[src/hw/rtl/rit_pkg.sv]
// shared types, codes and helpers for the ranged integer token parser
// no dependencies; used by rit_char_step, rit_finish and the top level

package rit_pkg;

    localparam int unsigned CHAR_W  = 8;
    localparam int unsigned MAG_W   = 64;
    localparam int unsigned BASE_W  = 6;
    localparam int unsigned DIGIT_W = 6;
    localparam int unsigned CFG_IDX_W = 2;
    localparam int unsigned CFG_DATA_W = 64;

    localparam logic [MAG_W-1:0] NEG_LIMIT = 64'h8000_0000_0000_0000;
    localparam logic [MAG_W-1:0] POS_LIMIT = 64'h7FFF_FFFF_FFFF_FFFF;

    // register indexes of the configuration port
    localparam logic [CFG_IDX_W-1:0] CFG_MIN_VALUE = 2'd0;
    localparam logic [CFG_IDX_W-1:0] CFG_MAX_VALUE = 2'd1;
    localparam logic [CFG_IDX_W-1:0] CFG_RADIX     = 2'd2;

    // base values with a meaning of their own
    localparam logic [BASE_W-1:0] BASE_AUTO = 6'd0;
    localparam logic [BASE_W-1:0] BASE_ONE  = 6'd1;
    localparam logic [BASE_W-1:0] BASE_OCT  = 6'd8;
    localparam logic [BASE_W-1:0] BASE_DEC  = 6'd10;
    localparam logic [BASE_W-1:0] BASE_HEX  = 6'd16;
    localparam logic [BASE_W-1:0] BASE_MAX  = 6'd36;

    localparam logic [DIGIT_W-1:0] DIGIT_NONE = 6'd36;

    // characters of interest
    localparam logic [CHAR_W-1:0] CH_SPACE = 8'h20;
    localparam logic [CHAR_W-1:0] CH_TAB   = 8'h09;
    localparam logic [CHAR_W-1:0] CH_CR    = 8'h0D;
    localparam logic [CHAR_W-1:0] CH_PLUS  = 8'h2B;
    localparam logic [CHAR_W-1:0] CH_MINUS = 8'h2D;
    localparam logic [CHAR_W-1:0] CH_ZERO  = 8'h30;
    localparam logic [CHAR_W-1:0] CH_NINE  = 8'h39;
    localparam logic [CHAR_W-1:0] CH_LO_A  = 8'h61;
    localparam logic [CHAR_W-1:0] CH_LO_X  = 8'h78;
    localparam logic [CHAR_W-1:0] CH_LO_Z  = 8'h7A;
    localparam logic [CHAR_W-1:0] CH_UP_A  = 8'h41;
    localparam logic [CHAR_W-1:0] CH_UP_X  = 8'h58;
    localparam logic [CHAR_W-1:0] CH_UP_Z  = 8'h5A;

    typedef enum logic [2:0] {
        PH_WS     = 3'd0,
        PH_SIGNED = 3'd1,
        PH_ZERO   = 3'd2,
        PH_PREFIX = 3'd3,
        PH_DIGITS = 3'd4,
        PH_TAIL   = 3'd5
    } phase_t;

    typedef enum logic [2:0] {
        ST_OK       = 3'd0,
        ST_SYNTAX   = 3'd1,
        ST_OVERFLOW = 3'd2,
        ST_RANGE    = 3'd3,
        ST_BASE     = 3'd4
    } status_t;

    // running token state
    typedef struct packed {
        phase_t             phase;
        logic               negative;
        logic [MAG_W-1:0]   magnitude;
        logic               overflowed;
        logic [BASE_W-1:0]  eff_base;
        logic               digit_seen;
        logic               trailing_bad;
    } tok_state_t;

    // token state frozen after the last word, handed to the finish stage
    typedef struct packed {
        logic               negative;
        logic [MAG_W-1:0]   magnitude;
        logic               overflowed;
        logic [BASE_W-1:0]  eff_base;
        logic               digit_seen;
        logic               trail;
        logic               in_ws;
    } fin_state_t;

    function automatic logic [DIGIT_W-1:0] digit_of(input logic [CHAR_W-1:0] c);
        logic [CHAR_W-1:0] d;
        d = CHAR_W'(DIGIT_NONE);
        if (c >= CH_ZERO && c <= CH_NINE) begin
            d = c - CH_ZERO;
        end else if (c >= CH_LO_A && c <= CH_LO_Z) begin
            d = c - CH_LO_A + 8'd10;
        end else if (c >= CH_UP_A && c <= CH_UP_Z) begin
            d = c - CH_UP_A + 8'd10;
        end
        return d[DIGIT_W-1:0];
    endfunction

    function automatic logic base_invalid(input logic [BASE_W-1:0] b);
        return (b == BASE_ONE) || (b > BASE_MAX);
    endfunction

endpackage

[src/hw/rtl/ranged_integer_token_parser_core.sv]
// ranged integer token parser: one character word per cycle while the result side keeps up, one result per token
// the last word of a token passes the input, finish and output registers on its way to the result word
// throughput: one input word every cycle, back-to-back tokens included, while m_tready does not stall the output
// each character is stepped by a combinational multiply-add on the running magnitude
// reset: aresetn synchronous active low; clears token state and pipeline, loads
// min -2^63, max 2^63-1, radix 0 (auto)

module ranged_integer_token_parser_core (
    input  logic                              aclk,
    input  logic                              aresetn,
    // input stream
    input  logic                              s_tvalid,
    output logic                              s_tready,
    input  logic [7:0]                        s_tdata,   // [7:0] char_code
    input  logic                              s_tuser,   // [0] char_present
    input  logic                              s_tlast,   // is_last
    // result stream
    output logic                              m_tvalid,
    input  logic                              m_tready,
    output logic [71:0]                       m_tdata,   // [0] accepted, [64:1] value,
                                                         // [67:65] status, [71:68] zero
    // configuration writes
    input  logic                              cfg_wr_en,
    input  logic [rit_pkg::CFG_IDX_W-1:0]     cfg_wr_index,
    input  logic [rit_pkg::CFG_DATA_W-1:0]    cfg_wr_data
);

    // configuration registers
    logic [rit_pkg::MAG_W-1:0]   min_value_reg;
    logic [rit_pkg::MAG_W-1:0]   max_value_reg;
    logic [rit_pkg::BASE_W-1:0]  radix_reg;

    // input stage
    logic                        in_valid_reg;
    logic [rit_pkg::CHAR_W-1:0]  in_char_reg;
    logic                        in_present_reg;
    logic                        in_last_reg;

    // running token state
    rit_pkg::tok_state_t         tok_reg;
    rit_pkg::tok_state_t         tok_next;
    rit_pkg::tok_state_t         tok_step;
    rit_pkg::tok_state_t         tok_after;

    // finish stage
    logic                        fin_valid_reg;
    rit_pkg::fin_state_t         fin_reg;
    rit_pkg::fin_state_t         fin_next;

    // output register
    logic                        out_valid_reg;
    logic                        out_accepted_reg;
    logic [rit_pkg::MAG_W-1:0]   out_value_reg;
    rit_pkg::status_t            out_status_reg;

    logic                        fin_accepted;
    logic [rit_pkg::MAG_W-1:0]   fin_value;
    rit_pkg::status_t            fin_status;

    // stage handshakes
    logic                        out_free;
    logic                        fin_free;
    logic                        in_adv;
    logic                        fin_load;

    assign out_free = !out_valid_reg || m_tready;
    assign fin_free = !fin_valid_reg || out_free;
    // words that do not end a token never need the finish stage
    assign in_adv   = in_valid_reg && (!in_last_reg || fin_free);
    assign fin_load = in_adv && in_last_reg;
    assign s_tready = !in_valid_reg || in_adv;

    // ---------------------------------------------------------------
    // configuration port
    // ---------------------------------------------------------------
    always_ff @(posedge aclk) begin
        if (!aresetn) begin
            min_value_reg <= rit_pkg::NEG_LIMIT;
            max_value_reg <= rit_pkg::POS_LIMIT;
            radix_reg     <= rit_pkg::BASE_AUTO;
        end else if (cfg_wr_en) begin
            case (cfg_wr_index)
                rit_pkg::CFG_MIN_VALUE: min_value_reg <= cfg_wr_data;
                rit_pkg::CFG_MAX_VALUE: max_value_reg <= cfg_wr_data;
                rit_pkg::CFG_RADIX:     radix_reg     <= cfg_wr_data[rit_pkg::BASE_W-1:0];
                default: begin
                end
            endcase
        end
    end

    // ---------------------------------------------------------------
    // input register
    // ---------------------------------------------------------------
    always_ff @(posedge aclk) begin
        if (!aresetn) begin
            in_valid_reg <= 1'b0;
        end else if (s_tready) begin
            in_valid_reg <= s_tvalid;
        end
    end

    always_ff @(posedge aclk) begin
        if (s_tready && s_tvalid) begin
            in_char_reg    <= s_tdata;
            in_present_reg <= s_tuser;
            in_last_reg    <= s_tlast;
        end
    end

    // ---------------------------------------------------------------
    // character step on the registered word
    // ---------------------------------------------------------------
    rit_char_step u_step (
        .cur       (tok_reg),
        .char_code (in_char_reg),
        .radix     (radix_reg),
        .nxt       (tok_step)
    );

    // a word without a character leaves the token untouched
    assign tok_after = in_present_reg ? tok_step : tok_reg;

    always_comb begin
        tok_next = tok_reg;
        if (in_adv) begin
            if (in_last_reg) begin
                // token done: start over for the next one
                tok_next = '{phase: rit_pkg::PH_WS, negative: 1'b0, magnitude: '0,
                             overflowed: 1'b0, eff_base: '0, digit_seen: 1'b0,
                             trailing_bad: 1'b0};
            end else begin
                tok_next = tok_after;
            end
        end
    end

    always_ff @(posedge aclk) begin
        if (!aresetn) begin
            tok_reg <= '{phase: rit_pkg::PH_WS, negative: 1'b0, magnitude: '0,
                         overflowed: 1'b0, eff_base: '0, digit_seen: 1'b0,
                         trailing_bad: 1'b0};
        end else begin
            tok_reg <= tok_next;
        end
    end

    // snapshot of the token after its last word
    always_comb begin
        fin_next.negative   = tok_after.negative;
        fin_next.magnitude  = tok_after.magnitude;
        fin_next.overflowed = tok_after.overflowed;
        fin_next.eff_base   = tok_after.eff_base;
        fin_next.digit_seen = tok_after.digit_seen;
        // a bare 0x prefix counts as trailing text
        fin_next.trail      = tok_after.trailing_bad || (tok_after.phase == rit_pkg::PH_PREFIX);
        fin_next.in_ws      = (tok_after.phase == rit_pkg::PH_WS);
    end

    // ---------------------------------------------------------------
    // finish stage
    // ---------------------------------------------------------------
    always_ff @(posedge aclk) begin
        if (!aresetn) begin
            fin_valid_reg <= 1'b0;
        end else if (fin_free) begin
            fin_valid_reg <= fin_load;
        end
    end

    always_ff @(posedge aclk) begin
        if (fin_load) begin
            fin_reg <= fin_next;
        end
    end

    rit_finish u_finish (
        .fin       (fin_reg),
        .radix     (radix_reg),
        .min_value (min_value_reg),
        .max_value (max_value_reg),
        .accepted  (fin_accepted),
        .value     (fin_value),
        .status    (fin_status)
    );

    // ---------------------------------------------------------------
    // output register
    // ---------------------------------------------------------------
    always_ff @(posedge aclk) begin
        if (!aresetn) begin
            out_valid_reg <= 1'b0;
        end else if (out_free) begin
            out_valid_reg <= fin_valid_reg;
        end
    end

    always_ff @(posedge aclk) begin
        if (out_free && fin_valid_reg) begin
            out_accepted_reg <= fin_accepted;
            out_value_reg    <= fin_value;
            out_status_reg   <= fin_status;
        end
    end

    assign m_tvalid = out_valid_reg;
    assign m_tdata  = {4'b0000, out_status_reg, out_value_reg, out_accepted_reg};

endmodule

[src/hw/rtl/rit_char_step.sv]
// one character step of the token parser: phase update and digit accumulation
// depends on rit_pkg

module rit_char_step (
    input  rit_pkg::tok_state_t           cur,
    input  logic [rit_pkg::CHAR_W-1:0]    char_code,
    input  logic [rit_pkg::BASE_W-1:0]    radix,
    output rit_pkg::tok_state_t           nxt
);

    localparam int unsigned PROD_W = rit_pkg::MAG_W + rit_pkg::BASE_W;

    logic                          is_space;
    logic                          start;
    logic [rit_pkg::BASE_W-1:0]    start_base;
    logic                          dig_go;
    logic [rit_pkg::BASE_W-1:0]    dig_base;
    logic [rit_pkg::DIGIT_W-1:0]   digit;
    logic [PROD_W-1:0]             prod;
    logic [PROD_W-1:0]             acc;
    logic                          acc_over;

    assign is_space = (char_code == rit_pkg::CH_SPACE) ||
                      (char_code >= rit_pkg::CH_TAB && char_code <= rit_pkg::CH_CR);
    assign digit    = rit_pkg::digit_of(char_code);

    always_comb begin
        nxt        = cur;
        start      = 1'b0;
        start_base = cur.eff_base;
        dig_go     = 1'b0;
        dig_base   = cur.eff_base;

        case (cur.phase)
            rit_pkg::PH_WS: begin
                if (!is_space) begin
                    nxt.eff_base = radix;
                    if (rit_pkg::base_invalid(radix)) begin
                        nxt.phase = rit_pkg::PH_TAIL;
                    end else if (char_code == rit_pkg::CH_PLUS ||
                                 char_code == rit_pkg::CH_MINUS) begin
                        nxt.negative = (char_code == rit_pkg::CH_MINUS);
                        nxt.phase    = rit_pkg::PH_SIGNED;
                    end else begin
                        start      = 1'b1;
                        start_base = radix;
                    end
                end
            end
            rit_pkg::PH_SIGNED: begin
                start = 1'b1;
            end
            rit_pkg::PH_ZERO: begin
                if (char_code == rit_pkg::CH_LO_X || char_code == rit_pkg::CH_UP_X) begin
                    nxt.eff_base = rit_pkg::BASE_HEX;
                    nxt.phase    = rit_pkg::PH_PREFIX;
                end else begin
                    dig_go   = 1'b1;
                    dig_base = (cur.eff_base == rit_pkg::BASE_AUTO) ?
                               rit_pkg::BASE_OCT : cur.eff_base;
                    nxt.eff_base = dig_base;
                end
            end
            rit_pkg::PH_PREFIX, rit_pkg::PH_DIGITS: begin
                dig_go = 1'b1;
            end
            default: begin
            end
        endcase

        // start of the number: a leading zero may open a prefix or octal
        if (start) begin
            if (char_code == rit_pkg::CH_ZERO &&
                (start_base == rit_pkg::BASE_AUTO || start_base == rit_pkg::BASE_HEX)) begin
                nxt.digit_seen = 1'b1;
                nxt.phase      = rit_pkg::PH_ZERO;
            end else begin
                dig_go   = 1'b1;
                dig_base = (start_base == rit_pkg::BASE_AUTO) ?
                           rit_pkg::BASE_DEC : start_base;
                nxt.eff_base = dig_base;
            end
        end

        // multiply-add with the overflow test as a compare against 2^63
        prod     = PROD_W'(cur.magnitude) * PROD_W'(dig_base);
        acc      = prod + PROD_W'(digit);
        acc_over = acc > PROD_W'(rit_pkg::NEG_LIMIT);

        if (dig_go) begin
            if (dig_base >= 6'd2 && digit < dig_base) begin
                nxt.digit_seen = 1'b1;
                nxt.phase      = rit_pkg::PH_DIGITS;
                if (!cur.overflowed) begin
                    if (acc_over) begin
                        nxt.overflowed = 1'b1;
                    end else begin
                        nxt.magnitude = acc[rit_pkg::MAG_W-1:0];
                    end
                end
            end else begin
                nxt.trailing_bad = 1'b1;
                nxt.phase        = rit_pkg::PH_TAIL;
            end
        end
    end

endmodule

[src/hw/rtl/rit_finish.sv]
// end-of-token evaluation: clamping, sign, range check and status priority
// depends on rit_pkg

module rit_finish (
    input  rit_pkg::fin_state_t           fin,
    input  logic [rit_pkg::BASE_W-1:0]    radix,
    input  logic [rit_pkg::MAG_W-1:0]     min_value,
    input  logic [rit_pkg::MAG_W-1:0]     max_value,
    output logic                          accepted,
    output logic [rit_pkg::MAG_W-1:0]     value,
    output rit_pkg::status_t              status
);

    logic [rit_pkg::BASE_W-1:0] base;
    logic [rit_pkg::MAG_W-1:0]  signed_val;
    logic                       below_min;
    logic                       above_max;

    assign base       = fin.in_ws ? radix : fin.eff_base;
    assign signed_val = fin.negative ? (rit_pkg::MAG_W'(0) - fin.magnitude) : fin.magnitude;
    assign below_min  = $signed(signed_val) < $signed(min_value);
    assign above_max  = $signed(max_value) < $signed(signed_val);

    always_comb begin
        value  = '0;
        status = rit_pkg::ST_OK;
        if (rit_pkg::base_invalid(base)) begin
            status = rit_pkg::ST_BASE;
        end else if (!fin.digit_seen) begin
            status = rit_pkg::ST_SYNTAX;
        end else if (fin.negative && (fin.overflowed || fin.magnitude > rit_pkg::NEG_LIMIT)) begin
            value  = rit_pkg::NEG_LIMIT;
            status = rit_pkg::ST_OVERFLOW;
        end else if (!fin.negative &&
                     (fin.overflowed || fin.magnitude > rit_pkg::POS_LIMIT)) begin
            value  = rit_pkg::POS_LIMIT;
            status = rit_pkg::ST_OVERFLOW;
        end else begin
            value = signed_val;
            if (below_min || above_max) begin
                status = rit_pkg::ST_RANGE;
            end else if (fin.trail) begin
                status = rit_pkg::ST_SYNTAX;
            end
        end
    end

    assign accepted = (status == rit_pkg::ST_OK);

endmodule

[config.mk]
export PLATFORM = sky130hd
export DESIGN_NAME = ranged_integer_token_parser_core
export DESIGN_NICKNAME = d
export VERILOG_FILES = /design/src/hw/rtl/rit_pkg.sv /design/src/hw/rtl/ranged_integer_token_parser_core.sv /design/src/hw/rtl/rit_char_step.sv /design/src/hw/rtl/rit_finish.sv
export SDC_FILE = /design/constraint.sdc
export NUM_CORES = 2
export LEC_CHECK = 0
export BUFFER_PORTS_ARGS = -buffer_cell sky130_fd_sc_hd__buf_4
export CAP_MARGIN = 5
export CELL_PAD_IN_SITES_DETAIL_PLACEMENT = 1
export CELL_PAD_IN_SITES_GLOBAL_PLACEMENT = 1
export CORE_MARGIN = 4
export CORE_UTILIZATION = 41
export CTS_BUF_LIST = sky130_fd_sc_hd__clkbuf_16
export DETAILED_ROUTE_END_ITERATION = 16
export PLACE_DENSITY = 0.8
export SYNTH_ARGS = -nofsm -noshare
export SYNTH_HDL_FRONTEND = slang
export SYNTH_SLANG_ARGS = --single-unit
[constraint.sdc]
create_clock -name aclk -period 9.5 [get_ports aclk]
set_input_delay 0.95 -clock aclk [delete_from_list [all_inputs] [get_ports aclk]]
set_output_delay 0.95 -clock aclk [all_outputs]
set_load 0.01 [all_outputs]
==> flow_summary.yaml <==
status:
  status: "completed"
power_and_ir_drop:
  p_leak_nw: 16.2
  power.total_mw: 4.17
  power_density_nw_per_um2: 111
  peakVddDrop_mv: 0.116
sta:
  hold_viol: 0
  slew_headroom: 0.190
  slew_viol_final: 0
  finalClockSkew_ns: 0.0235
  setup_viol: 0
  hold_ws_ns: 0.466
  fin_crit_sh: 0.976
  fin_tns_setup_ns: 0
  worst_pin_slew_ns: 1.22
  fmax_mhz: 108
  min_period_ns: 9.27
global_routing:
  gr-usage-all-layers: 0.264
  antenna_found_initial: 2
  overflow: 0
  grt_pass1_wl_um: 180000
  grt_pass1_vias: 31600
  grt_max_degree: 90
routing:
  drc: 0
  dr.pass1.iters: 5
  wl_per_cell_um: 23.0
  antenna_left: 0
  vias_per_cell: 5.94
  drt_iter0_drc: 2193
  totalWireLength_um: 115000
  vias: 29700
worst_setup_path:
  crit_path_end_kind: "flop"
  arrival_ns: 9.59
  crit_path_max_incr_delay_ns: 0.60
  crit_path_frequent_cell: "fa_1"
  critPathMaxFanout: 33
  worst-setup-path-type: "reg2reg"
  crit_required_ns: 9.82
  worst-path-buf-inv: 7
  critical-path-top-delay-family: "simple AND/OR/NAND/NOR gates"
  cp-start-kind: "flop"
  cp_slowest_cell: "or4_1"
clocking:
  clk_latency_ns: 0.59
  path_clk_slew_ns: 0.06
  htreeDepth: 2
  cts_inserted_buffers: 42
  clockBufferDepth: 3
  cts_tree: "built"
  numClockSinks: 367
  cts_root_buf: "clkbuf_16"
floorplan:
  num_io_pins: 155
  start_util: 0.416
  rows: 103
  core_area_um2: 79400
  die_area_um2: 85100
  die_h_um: 292
  die_w_um: 292
place:
  port_buffers: 150
  routabilityCongestion: 0.966
  dp_hpwl_um: 88700
job:
  drv_cap: 0
yosys:
  synth.ff_latch_count: 367
  ys.flop_type: "dfxtp_1"
  synth_cells: 3807
  syn_area_per_cell_um2: 8.67
  synth-edff-count: 153
  synthArstFlopShare: 0
  yosysUniqueCellTypes: 95
  yosys_warnings: 0
  synth_area_um2: 33000
  yosysSeqAreaShare: 0.269
layout:
  drive_gt1_frac: 0.124
  final_util: 0.472
  layout.nets: 4534
  largest_reg_flops: 77
  diodes: 0
  area_growth_pct: 13.5
hold_path:
  hp-class: "reg2reg"
-- placed cells by master (no fill, tap or decap), types with 23 or more instances in the layout --
master and n:
dfxtp_1 214, a21o_1 92, o31ai_1 26, buf_4 245
nand4_1 73, edfxtp_1 153, o21ai_0 132, a21boi_0 73
clkbuf_16 45, and3_1 23, o22ai_1 59, nor3_1 47
a21oi_2 66, fa_1 252, ha_1 282, xnor2_1 29
nor2b_1 33, nor2_1 450, nand2_1 450, o211ai_1 24
xor2_1 74, nand3_1 142, inv_1 333, mux2i_1 37
a21oi_1 143
-- cells by family after synthesis --
group,share of synthesized area
AOI/OAI and AO/OA,0.169
xor gates and xnor gates,0.0284
adders and majority gates,0.262
buffers and inverters,0.0630
DFF,0.269
muxes,0.0146
other,0.000114
and+or+nand+nor,0.194
-- worst min-delay path: cells and delay by family (launching register included) --
family | cells | cell delay [ns]
simple gates | 1 | 0.05
compound gates | 1 | 0.06
flops | 1 | 0.31
-- final timing paths --
path / startpoint / endpoint / slack, ns / cells past startpoint
max: in_char_reg[4] / fin_reg[56] / 0.23 / 31
min: min_value_reg[47] / min_value_reg[47] / 0.47 / 2
max reg2reg: in_char_reg[4] / fin_reg[56] / 0.23 / 31
min reg2reg: min_value_reg[47] / min_value_reg[47] / 0.47 / 2
-- stage by stage --
step | worst slack, ns | instance area [µm²] | std cells
finish | 0.227 | 37500 | 4997
global placement | 0.257 | 35600 | 4911
global route | -0.0252 | 37500 | 4997
floorplan | 0.603 | 33000 | 3810
detailed placement | -0.166 | 35600 | 4911
CTS | 0.0183 | 37200 | 4990
-- power by group --
group          internal (mW)  total (mW)  switching, mW
combinational          0.206       0.577          0.371
clock                   1.13        1.86          0.731
sequential              1.69        1.73         0.0398
-- cell usage after synthesis (34+ instances only) --
library cell / count / share of area
mux2i_1: 37 / 0.011
nor2b_1: 34 / 0.0064
inv_1: 332 / 0.038
edfxtp_1: 153 / 0.14
a21oi_1: 150 / 0.023
dfxtp_1: 214 / 0.13
xor2_1: 76 / 0.020
a21o_1: 93 / 0.021
nand3_1: 143 / 0.022
nor2_1: 452 / 0.051
clkbuf_1: 175 / 0.020
nand4_1: 73 / 0.014
fa_1: 252 / 0.15
o22ai_1: 59 / 0.011
o21ai_0: 138 / 0.021
a21boi_0: 73 / 0.017
a21oi_2: 60 / 0.016
nor3_1: 50 / 0.0076
ha_1: 287 / 0.11
nand2_1: 450 / 0.051
-- layer usage --
layer  wire (µm)  track usage  share of wire
met5          13            0        0.00011
met4        3030       0.0722          0.026
met3        7000       0.0386          0.061
met2       55300        0.449           0.48
met1       49600        0.352           0.43
-- what timing repair did --
action,4_1_cts,5_1_grt
pin swaps,1,3
cloned,0,0
endpoints found under the hold margin,0,0
setup endpoints to repair,60,130
buffers inserted,2,7
hold buffers,0,0
gates resized for setup,3,57
-- cell type report --
type,count,area [µm²]
Timing Repair Buffer,261,2130
Fill cell,9261,41900
Clock inverter,32,439
Multi-Input combinational cell,2909,22300
Inverter,333,1250
Clock buffer,45,1130
Sequential cell,367,8880
Tap cell,1050,1310
Power figures use the tool's default switching activity.
